**src/hdl/waveform_column_span_renderer_unit_assert.svh**
```systemverilog
// Assertion macros for the waveform column span renderer.
// Included by the top level; no other dependencies.
`ifndef WAVEFORM_COLUMN_SPAN_RENDERER_UNIT_ASSERT_SVH
`define WAVEFORM_COLUMN_SPAN_RENDERER_UNIT_ASSERT_SVH

`ifndef ASSERT_OFF
// Consequent must hold in the same cycle as the antecedent
`define WCSR_ASSERT_SAME(label, clk, rst, ante, cons, msg) \
   label: assert property (@(posedge clk) disable iff (rst) (ante) |-> (cons)) \
      else $error(msg);
// Consequent must hold in the cycle after the antecedent
`define WCSR_ASSERT_NEXT(label, clk, rst, ante, cons, msg) \
   label: assert property (@(posedge clk) disable iff (rst) (ante) |=> (cons)) \
      else $error(msg);
`else
`define WCSR_ASSERT_SAME(label, clk, rst, ante, cons, msg)
`define WCSR_ASSERT_NEXT(label, clk, rst, ante, cons, msg)
`endif

`endif

```
**src/hdl/wcsr_pkg.sv**
```systemverilog
// Shared constants for the waveform column span renderer: field widths,
// register indexes, draw mode codes and reset values. No dependencies.
package wcsr_pkg;

   localparam int MAX_HEIGHT_DEFAULT = 1024;
   localparam int MAX_WIDTH_DEFAULT  = 4096;

   // Fixed field widths
   localparam int SAMPLE_W   = 16;
   localparam int CHAN_W     = 3;
   localparam int MODE_W     = 2;
   localparam int HEIGHT_W   = 11;
   localparam int COLOR_W    = 24;
   localparam int CSR_ADDR_W = 2;
   localparam int CSR_DATA_W = 24;

   // Smallest usable display height and the Q1.15 full-scale offset
   localparam int MIN_HEIGHT = 2;
   localparam int FULL_SCALE = 32768;

   // Register indexes
   localparam logic [CSR_ADDR_W-1:0] CSR_DRAW_MODE  = 2'd0;
   localparam logic [CSR_ADDR_W-1:0] CSR_HEIGHT     = 2'd1;
   localparam logic [CSR_ADDR_W-1:0] CSR_EVEN_COLOR = 2'd2;
   localparam logic [CSR_ADDR_W-1:0] CSR_ODD_COLOR  = 2'd3;

   // Draw modes
   localparam logic [MODE_W-1:0] MODE_LINE   = 2'd0;
   localparam logic [MODE_W-1:0] MODE_MIRROR = 2'd1;
   localparam logic [MODE_W-1:0] MODE_CENTRE = 2'd2;
   localparam logic [MODE_W-1:0] MODE_BOTTOM = 2'd3;

   // Register reset values
   localparam logic [MODE_W-1:0]   MODE_RESET       = MODE_LINE;
   localparam logic [HEIGHT_W-1:0] HEIGHT_RESET     = 11'd250;
   localparam logic [COLOR_W-1:0]  EVEN_COLOR_RESET = 24'hFF0000;
   localparam logic [COLOR_W-1:0]  ODD_COLOR_RESET  = 24'h0000FF;

endpackage

```
**src/hdl/waveform_column_span_renderer_unit.sv**
```systemverilog
// Waveform column span renderer: maps one Q1.15 sample per display column to
// a span of rows and a colour. Depends on wcsr_pkg and the assertion header.
//
// One sample word is taken per clock cycle while the output is not stalled;
// its span word passes the input stage register, then the output register.
// The input stage registers the scaled row product (one 17 by 11 bit
// multiply). The result stage clamps it, picks the span for the draw mode and
// updates the previous row. An output register parts the two sides, so one
// more word is taken while a result waits. The result stage keeps the previous
// row, so line mode joins consecutive samples at full rate. The user must write
// registers only while the block is idle; the block does not enforce this.
`include "waveform_column_span_renderer_unit_assert.svh"

module waveform_column_span_renderer_unit #(
   parameter int MAX_HEIGHT = wcsr_pkg::MAX_HEIGHT_DEFAULT,
   parameter int MAX_WIDTH  = wcsr_pkg::MAX_WIDTH_DEFAULT,
   localparam int ROW_W  = $clog2(MAX_HEIGHT),
   localparam int COL_W  = $clog2(MAX_WIDTH),
   localparam int REQ_DW = ((wcsr_pkg::SAMPLE_W + COL_W + 7) / 8) * 8,
   localparam int RSP_DW = ((COL_W + 2 * ROW_W + wcsr_pkg::COLOR_W + 7) / 8) * 8
) (
   input  logic                              clock,
   input  logic                              reset,
   // sample input
   input  logic                              req_tvalid,
   output logic                              req_tready,
   input  logic [REQ_DW-1:0]                 req_tdata,  // sample, column
   input  logic [wcsr_pkg::CHAN_W-1:0]       req_tuser,  // channel
   // span output
   output logic                              rsp_tvalid,
   input  logic                              rsp_tready,
   output logic [RSP_DW-1:0]                 rsp_tdata,  // out_column, row_low,
                                                         // row_high, pixel_color
   output logic                              rsp_tuser,  // span_valid
   // register write port
   input  logic                              csr_we,
   input  logic [wcsr_pkg::CSR_ADDR_W-1:0]   csr_addr,
   input  logic [wcsr_pkg::CSR_DATA_W-1:0]   csr_wdata
);

   import wcsr_pkg::*;

   localparam int HGT_W  = $clog2(MAX_HEIGHT + 1);
   localparam int HCMP_W = (HGT_W > HEIGHT_W) ? HGT_W : HEIGHT_W;
   localparam int PROD_W = SAMPLE_W + 1 + HGT_W;

   typedef struct packed {
      logic [HGT_W-1:0] row_raw;
      logic [COL_W-1:0] column;
      logic             chan_odd;
   } stage_type;

   // Configuration registers
   logic [MODE_W-1:0]   mode_ff;
   logic [HEIGHT_W-1:0] height_ff;
   logic [COLOR_W-1:0]  even_color_ff;
   logic [COLOR_W-1:0]  odd_color_ff;

   // Pipeline
   logic                s1_valid_ff, s1_valid_in;
   stage_type           s1_ff, s1_in;
   logic [ROW_W-1:0]    prev_row_ff;
   logic                rsp_valid_ff, rsp_valid_in;
   logic [COL_W-1:0]    rsp_column_ff;
   logic                rsp_span_ff;
   logic [ROW_W-1:0]    rsp_low_ff, rsp_high_ff;
   logic [COLOR_W-1:0]  rsp_color_ff;

   logic                advance, accept;
   logic [HCMP_W-1:0]   height_ext;
   logic [HGT_W-1:0]    height;
   logic [HGT_W-1:0]    top, centre, two_centre;
   logic [SAMPLE_W-1:0] sample;
   logic [SAMPLE_W:0]   offset;
   logic [PROD_W-1:0]   product;
   logic [HGT_W-1:0]    row, prev, low, high, mirror_top;
   logic                span;

   // Write configuration registers
   always_ff @(posedge clock) begin
      if (reset) begin
         mode_ff       <= MODE_RESET;
         height_ff     <= HEIGHT_RESET;
         even_color_ff <= EVEN_COLOR_RESET;
         odd_color_ff  <= ODD_COLOR_RESET;
      end else if (csr_we) begin
         case (csr_addr)
            CSR_DRAW_MODE:  mode_ff       <= csr_wdata[MODE_W-1:0];
            CSR_HEIGHT:     height_ff     <= csr_wdata[HEIGHT_W-1:0];
            CSR_EVEN_COLOR: even_color_ff <= csr_wdata[COLOR_W-1:0];
            CSR_ODD_COLOR:  odd_color_ff  <= csr_wdata[COLOR_W-1:0];
            default: ;
         endcase
      end
   end

   // Limit the height to the usable range
   assign height_ext = HCMP_W'(height_ff);
   always_comb begin
      if (height_ext < HCMP_W'(MIN_HEIGHT)) begin
         height = HGT_W'(MIN_HEIGHT);
      end else if (height_ext > HCMP_W'(MAX_HEIGHT)) begin
         height = HGT_W'(MAX_HEIGHT);
      end else begin
         height = HGT_W'(height_ext);
      end
   end
   assign top        = height - HGT_W'(1);
   assign centre     = height >> 1;
   assign two_centre = centre << 1;

   // Handshake: advance when the result register is free or being drained
   assign advance    = !rsp_valid_ff || rsp_tready;
   assign req_tready = !s1_valid_ff || advance;
   assign accept     = req_tvalid && req_tready;

   // Scale the sample: (32768 - s) * H, keep the whole rows
   assign sample  = req_tdata[SAMPLE_W-1:0];
   assign offset  = (SAMPLE_W + 1)'(FULL_SCALE) - {sample[SAMPLE_W-1], sample};
   assign product = PROD_W'(offset) * PROD_W'(height);

   always_comb begin
      s1_in.row_raw  = product[SAMPLE_W +: HGT_W];
      s1_in.column   = req_tdata[SAMPLE_W +: COL_W];
      s1_in.chan_odd = req_tuser[0];
      if (accept) begin
         s1_valid_in = 1'b1;
      end else if (advance) begin
         s1_valid_in = 1'b0;
      end else begin
         s1_valid_in = s1_valid_ff;
      end
   end

   // Input stage
   always_ff @(posedge clock) begin
      if (reset) begin
         s1_valid_ff <= 1'b0;
      end else begin
         s1_valid_ff <= s1_valid_in;
      end
   end

   always_ff @(posedge clock) begin
      if (accept) begin
         s1_ff <= s1_in;
      end
   end

   // Clamp the row and pick the span for the draw mode
   always_comb begin
      row  = (s1_ff.row_raw > top) ? top : s1_ff.row_raw;
      prev = (s1_ff.column == '0) ? row : HGT_W'(prev_row_ff);
      mirror_top = two_centre - row;
      span = 1'b1;
      low  = '0;
      high = '0;
      case (mode_ff)
         MODE_LINE: begin
            if (prev < row) begin
               low  = prev + HGT_W'(1);
               high = row;
            end else if (prev > row) begin
               low  = row;
               high = prev - HGT_W'(1);
            end else begin
               low  = row;
               high = row;
            end
            // a previous row left over from a taller display
            if (high > top) begin
               high = top;
            end
         end
         MODE_MIRROR: begin
            if (row > centre) begin
               low  = mirror_top;
               high = row - HGT_W'(1);
            end else if (row < centre) begin
               low  = row + HGT_W'(1);
               high = (mirror_top > top) ? top : mirror_top;
            end else begin
               low  = centre;
               high = centre;
            end
         end
         MODE_CENTRE: begin
            if (row > centre) begin
               low  = centre;
               high = row - HGT_W'(1);
            end else if (row < centre) begin
               low  = row + HGT_W'(1);
               high = centre;
            end else begin
               low  = centre;
               high = centre;
            end
         end
         default: begin
            // fill to bottom; nothing to paint on the bottom row itself
            if (row == '0) begin
               span = 1'b0;
            end else begin
               high = row - HGT_W'(1);
            end
         end
      endcase
      rsp_valid_in = advance ? s1_valid_ff : rsp_valid_ff;
   end

   // Result stage and previous row
   always_ff @(posedge clock) begin
      if (reset) begin
         rsp_valid_ff <= 1'b0;
         prev_row_ff  <= '0;
      end else begin
         rsp_valid_ff <= rsp_valid_in;
         if (advance && s1_valid_ff) begin
            prev_row_ff <= ROW_W'(row);
         end
      end
   end

   always_ff @(posedge clock) begin
      if (advance) begin
         rsp_column_ff <= s1_ff.column;
         rsp_span_ff   <= span;
         rsp_low_ff    <= ROW_W'(low);
         rsp_high_ff   <= ROW_W'(high);
         rsp_color_ff  <= s1_ff.chan_odd ? odd_color_ff : even_color_ff;
      end
   end

   assign rsp_tvalid = rsp_valid_ff;
   assign rsp_tuser  = rsp_span_ff;
   assign rsp_tdata  = RSP_DW'({rsp_color_ff, rsp_high_ff, rsp_low_ff, rsp_column_ff});

   // Checks
   `WCSR_ASSERT_SAME(a_empty_span_zero, clock, reset, rsp_valid_ff && !rsp_span_ff,
      rsp_low_ff == '0 && rsp_high_ff == '0, "empty span with nonzero rows")
   `WCSR_ASSERT_SAME(a_span_ordered, clock, reset, rsp_valid_ff && rsp_span_ff,
      rsp_low_ff <= rsp_high_ff, "span low row above high row")
   `WCSR_ASSERT_NEXT(a_stalled_word_kept, clock, reset, s1_valid_ff && !advance,
      s1_valid_ff, "input stage word dropped while result stalled")

endmodule

```
**config.mk**
```make
export PLATFORM = sky130hd
export DESIGN_NAME = waveform_column_span_renderer_unit
export DESIGN_NICKNAME = d
export VERILOG_FILES = /design/src/hdl/wcsr_pkg.sv /design/src/hdl/waveform_column_span_renderer_unit.sv
export VERILOG_INCLUDE_DIRS = /design/src /design/src/hdl
export SDC_FILE = /design/constraint.sdc
export NUM_CORES = 1
export LEC_CHECK = 0
export BUFFER_PORTS_ARGS = -buffer_cell sky130_fd_sc_hd__buf_4
export CELL_PAD_IN_SITES_DETAIL_PLACEMENT = 0
export CELL_PAD_IN_SITES_GLOBAL_PLACEMENT = 1
export CORE_MARGIN = 5
export CORE_UTILIZATION = 40
export CTS_CLUSTER_DIAMETER = 40
export DETAILED_ROUTE_END_ITERATION = 12
export GPL_TIMING_DRIVEN = 0
export PLACE_DENSITY = 0.8
export SKIP_LAST_GASP = 1
export SYNTH_ARGS = -nofsm -noshare
export SYNTH_HDL_FRONTEND = slang
export SYNTH_SLANG_ARGS = --single-unit
```
**constraint.sdc**
```tcl
create_clock -name clock -period 16.7 [get_ports clock]
set_clock_uncertainty 0.1 [all_clocks]
set_input_delay 3.34 -clock clock [delete_from_list [all_inputs] [get_ports clock]]
set_output_delay 3.34 -clock clock [all_outputs]
set_load 0.1 [all_outputs]
```
; After elaboration in Yosys (flattened, before gate mapping)
; Index checks and enable logic that the tools add are counted.
[totals]
regBits = 154
input_bits = 66
output_inout_bits = 59
[classes]
n_addsub = 7
mul = 1
magnitude_cmp = 9
n_eq_ne = 5
mux = 23
n_reduce_logical = 16
[op_table]
columns = cell, count
row1 = $mux W10, 10
row2 = $mux W11, 7
row3 = $pmux W10 S3, 2
row4 = $gt A11 B11 Y1, 4
row5 = $mul A17 B11 Y27, 1
row6 = $mux W24, 1
row7 = $sub A11 B1 Y11 const B, 2
row8 = $add A10 B1 Y10 const B, 2
row9 = $sub A16 B17 Y17 const A, 1
row10 = $logic_not A12 Y1, 1
row11 = $gt A11 B10 Y1, 1
row12 = $gt A11 B11 Y1 const B, 1
row13 = $logic_not A11 Y1, 1
row14 = $lt A11 B10 Y1, 1
row15 = $lt A11 B11 Y1, 1
row16 = $lt A11 B2 Y1 const B, 1
row17 = $sub A11 B11 Y11, 1
row18 = $sub A10 B1 Y10 const B, 1
row19 = $reduce_and A2 Y1, 4
row20 = $eq A2 B2 Y1 const B, 3
row21 = $eq A2 B1 Y1 const B, 2
row22 = $logic_not A2 Y1, 2
row23 = $mux W1, 3
row24 = $reduce_or A3 Y1, 1
row25 = other kinds (4), 7

; Depth between registers and ports, before layout
[logic_depth]
word_depth = 14
depth_mapped = 48
mapped_depth_nobuf = 44

; Worst setup path before layout
; No wires, ideal clock.
[synth_path]
kind = register to register
from = reg height_ff[5] (netlist: height_ext[5])
to = reg rsp_high_ff[2], data pin
setup_ps = 261
arrival_time_ps = 9804
required_time_ps = 16339
path_slack_ps = 6535
stages_incl_launch_ff = 48
synth_period_minus_slack_ps = 10165
path_cell_list = dfxtp_1 > or4_4 > nor2_1 > nand2_1 > a21oi_1 > clkinv_1 > ha_1 > clkbuf_1 > nor3b_1 > o21ai_0 > inv_1 > ha_1 > and3_1 > o21ai_0 > nand3_1 > o2111a_1 > o31ai_1 > buf_2 > [... 12 more ...] > clkbuf_1 > clkbuf_1 > a21oi_1 > ha_1 > nor2b_1 > o21a_1 > o21a_1 > o21a_1 > o21a_1 > o21ai_0 > a21oi_1 > o21ai_0 > a21oi_1 > o32a_1 > o221ai_2 > buf_2 > o31ai_1 > a311o_1
[synth_rtl]
columns = item, line_no
row1 = "start, declared", waveform_column_span_renderer_unit.sv:55  ; logic [HEIGHT_W-1:0] height_ff;
row2 = "start signal, assigned", waveform_column_span_renderer_unit.sv:89  ; CSR_HEIGHT: height_ff <= csr_wdata[HEIGHT_W-1:0];
row3 = $gt A11 B11 Y1, waveform_column_span_renderer_unit.sv:102  ; end else if (height_ext > HCMP_W'(MAX_HEIGHT)) begin
row4 = $mux W11, waveform_column_span_renderer_unit.sv:102
row5 = $mux W11 (*), waveform_column_span_renderer_unit.sv:100  ; if (height_ext < HCMP_W'(MIN_HEIGHT)) begin
row6 = $sub A11 B1 Y11 (*), waveform_column_span_renderer_unit.sv:108  ; assign top = height - HGT_W'(1);
row7 = $gt A11 B11 Y1, waveform_column_span_renderer_unit.sv:152  ; row = (s1_ff.row_raw > top) ? top : s1_ff.row_raw;
row8 = $mux W11 (*), waveform_column_span_renderer_unit.sv:152
row9 = $sub A11 B11 Y11 (*), waveform_column_span_renderer_unit.sv:154  ; mirror_top = two_centre - row;
row10 = named net mirror_top[0], waveform_column_span_renderer_unit.sv:76  ; logic [HGT_W-1:0] row, prev, low, high, mirror_top;
row11 = $gt A11 B11 Y1 (*), waveform_column_span_renderer_unit.sv:181  ; high = (mirror_top > top) ? top : mirror_top;
row12 = $mux W10 (*), waveform_column_span_renderer_unit.sv:181
row13 = $mux W10 (*), waveform_column_span_renderer_unit.sv:179  ; end else if (row < centre) begin
row14 = $mux W10 (*), waveform_column_span_renderer_unit.sv:176  ; if (row > centre) begin
row15 = $pmux W10 S3 (*), waveform_column_span_renderer_unit.sv:158  ; case (mode_ff)
row16 = named net high[2], waveform_column_span_renderer_unit.sv:76
row17 = "end signal, assigned", waveform_column_span_renderer_unit.sv:229  ; rsp_high_ff <= ROW_W'(high);
row18 = "end, declared", waveform_column_span_renderer_unit.sv:66  ; logic [ROW_W-1:0] rsp_low_ff, rsp_high_ff;
; The timed path passes the listed nets; every way through them passes the cells marked *. The select of a mux whose other input is x is not followed.
; A chain may end at the register's enable or synchronous reset.

; Worst setup path after layout
[layout_path]
from = reg height_ff[3] (netlist: height_ext[3])
to = reg rsp_high_ff[5], data pin
; Same word-level chain as after synthesis.

==> impl_metrics.toml <==
[critical_path]
worstPathRequired_ns = 16.78
slowest_delay_ns = 0.90
critPathLaunchType = "register"
cpMostUsedCell = "a21oi_1"
crit_path_end_kind = "register"
crit_slowest_cell = "o31ai_1"
crit_type = "register to register"
arrival_ns = 14.79
crit_path_max_fanout = 11

[sta]
setup_violations = 0
hold_violations = 0
worst_slew_pin_slew_ns = 1.216
fin_crit_sh_pct = 88.08
fin_crit_ns = 14.71
slew_viol_final = 0
tns_ns = 0
slew_headroom_pct = 18.16
rsz0062_at_grt = "no"
fmax_mhz = 67.99

[floorplanning]
dieArea_mm2 = 0.04182
fp-row-count = 71
initial_core_util_pct = 40.37
core_area_mm2 = 0.03749
die_h_um = 204.5
die_w_um = 204.5
top_level_ports = 125

[clocking]
tritoncts = "yes"
cts_buffer_depth = 2
cts_htree_levels = 4
hold_buffers = 0
clk_pin_slew_ns = 0.07
cts_setup_buffers = 0
clk_latency_ns = 0.42
numCtsBuffers = 17
cts_resized = 0
cts_root_buffer = "clkbuf_16"
clock_sinks = 154

[routing]
routed_via_density = 5.547
drtIter0Drc = 992
first_pass_iters = 6
routed_wl_um = 49030
wl_per_cell_um = 20.49
drt.antenna.violating_nets = 0
vias = 13273
route.detailed.drc = 0

[yosys]
ys_top_cells_by_area = "fa_1 18%, edfxtp_1 16%, ha_1 10%"
synth_flop_cell = "edfxtp_1"
synth_seq_cells = 154
ys_types = 82
synth_edf_count = 81
syn_area_mm2 = 0.01513
yosys_warnings = 0
yosysTopAreaCellShare_pct = 17.59
syn_nets = 2052
ys_seq_area_share_pct = 25.73
synth_area_per_cell_um2 = 8.737
async_flop_share_pct = 0
yosysTopAreaCell = "fa_1"
synthCells = 1732

[finish]
area_growth_pct = 14.15
diodes = 0
finalNetCount = 2189
fin_util_pct = 46.08
drive_gt1_share_pct = 11.42

[place]
dp_hpwl_um = 38680
port-buffer-count = 117
finalWeightedCongestion = 0.9658

[global_routing]
gr-usage-met1_pct = 31.97
antenna_found_initial = 1
gr-usage-met2_pct = 39.53
globalRouteMet3Util_pct = 3.451
grt-busiest-layer = "met2"
grt_max_degree = 39
grt_pass1_wl_um = 77000
grt_pass1_vias = 13367
grt.total_usage_pct = 23.81
grt_overflow = 0

[status]
status = "finished clean"

[power]
power.leakage_nw = 7.561
powerDensity_mw_per_mm2 = 151.4
vdd_drop_max_uv = 95.18

[hold_path]
min_path_type = "register to register"

[job]
maxCapViolCount = 0
cell usage after synthesis, types with 5 or more instances:
master    number
nand2_1      299
inv_1        159
fa_1         133
nor2_1       131
ha_1         121
a21oi_1      104
edfxtp_1      81
dfxtp_1       73
clkbuf_1      70
xnor2_1       57
o21ai_0       54
nor3_1        39
nand3_1       35
and2_1        27
mux2_2        26
nand3b_1      26
nor2b_1       22
o21a_1        18
xor2_1        18
o22ai_1       15
nor4_1        13
a21o_1        12
and3_1        11
nand4_1       11
a211oi_1      10
mux2i_1       10
o211ai_1       8
or3_1          8
buf_2          7
o21ai_1        7
or2_2          7
a311oi_1       6
a31oi_1        6
o31ai_1        6
a21boi_0       5
a31o_2         5
clkinv_1       5
nand2b_1       5
cells by family after synthesis:
| group | count (synthesis) | share of synthesized area, % |
|---|---|---|
| AND/OR/NAND/NOR | 654 | 19.83 |
| adder cells (fa/ha/maj) | 255 | 27.66 |
| multiplexers | 38 | 2.778 |
| XOR/XNOR | 75 | 4.341 |
| flip-flops | 154 | 25.73 |
| AO/OA/AOI/OAI | 309 | 13.47 |
| buffers and inverters | 247 | 6.184 |
power by group:
group | total, W | internal, W | switching, W
Sequential | 0.000514 | 0.000481 | 0.0000333
Combinational | 0.00170 | 0.000620 | 0.00108
Clock | 0.000401 | 0.000228 | 0.000173
Total | 0.00262 | 0.00133 | 0.00129
final cells by class:
class / instances / area, um^2
fillers: 3742 / 20210
well taps: 511 / 639.4
repair buffers: 118 / 898.4
plain buffers: 80 / 309.0
clock buffers: 20 / 479.2
clock inverters: 12 / 123.9
multi-input cells: 1331 / 10300
flip-flops and latches: 154 / 3894
inverters: 167 / 626.9
worst paths after layout:
kind                     start           endpoint  slack (ns)  depth (start not counted)
max reg2reg      height_ext[3]     rsp_high_ff[5]        1.99                         47
min reg2reg  even_color_ff[11]  even_color_ff[11]        0.35                          2
max              height_ext[3]     rsp_high_ff[5]        1.99                         47
min          even_color_ff[11]  even_color_ff[11]        0.35                          2
layout by cell type (no fill, tap or decap), types with 7 or more instances in the layout:
master     instances
a211oi_1          10
a21o_1            12
a21oi_1          104
and2_1            27
and3_1            11
buf_2              7
buf_4            117
clkbuf_1          71
clkbuf_16         19
dfxtp_1           73
edfxtp_1          81
fa_1             133
ha_1             121
inv_1            158
mux2_2            26
mux2i_1           10
nand2_1          299
nand3_1           35
nand3b_1          26
nand4_1           11
nor2_1           131
nor2b_1           22
nor3_1            39
nor4_1            13
o211ai_1           8
o21a_1            18
o21ai_0           54
o21ai_1            7
o22ai_1           15
or2_2              7
or3_1              8
xnor2_1           57
xor2_1            18
flip-flops by register name (all words and copies together) (netlist names):
signal         flops
s1_valid_ff        1
rsp_column_ff     12
rsp_tuser          1
rsp_tvalid         1
even_color_ff     24
mode_ff            2
odd_color_ff      24
rsp_low_ff        10
rsp_high_ff       10
height_ext        11
s1_ff             24
prev_row_ff       10
rsp_color_ff      24
worst max-delay path, delay by kind of cell (launching register included):
kind | cells | cell delay, ns
AOI/OAI and AO/OA | 25 | 7.63
buffers and inverters | 9 | 3.46
adders and majority gates | 4 | 1.30
and+or+nand+nor | 8 | 1.26
DFF | 1 | 0.36
muxes | 1 | 0.35
metrics by stage:
step	setup WS (ns)	hold slack [ns]	cells	power [W]	area, um^2
floorplan	6.535	0.3268	1732	0.001763	15130
detailed placement	2.218	0.3351	2361	0.002202	16670
finish	1.991	0.3545	2393	0.002616	17270
global route	1.264	0.3757	2393	0.002841	17270
global placement	2.079	0.3307	2360	0.002170	16650
CTS	2.224	0.3549	2393	0.002615	17270
routing by layer:
| metal | wire length [um] | vias up |
|---|---|---|
| li1 | - | 6179 |
| met1 | 20830 | 6519 |
| met2 | 23310 | 476 |
| met3 | 3247 | 99 |
| met4 | 1641 | 0 |
| met5 | 0 | - |
Power figures use the tool's default switching activity.
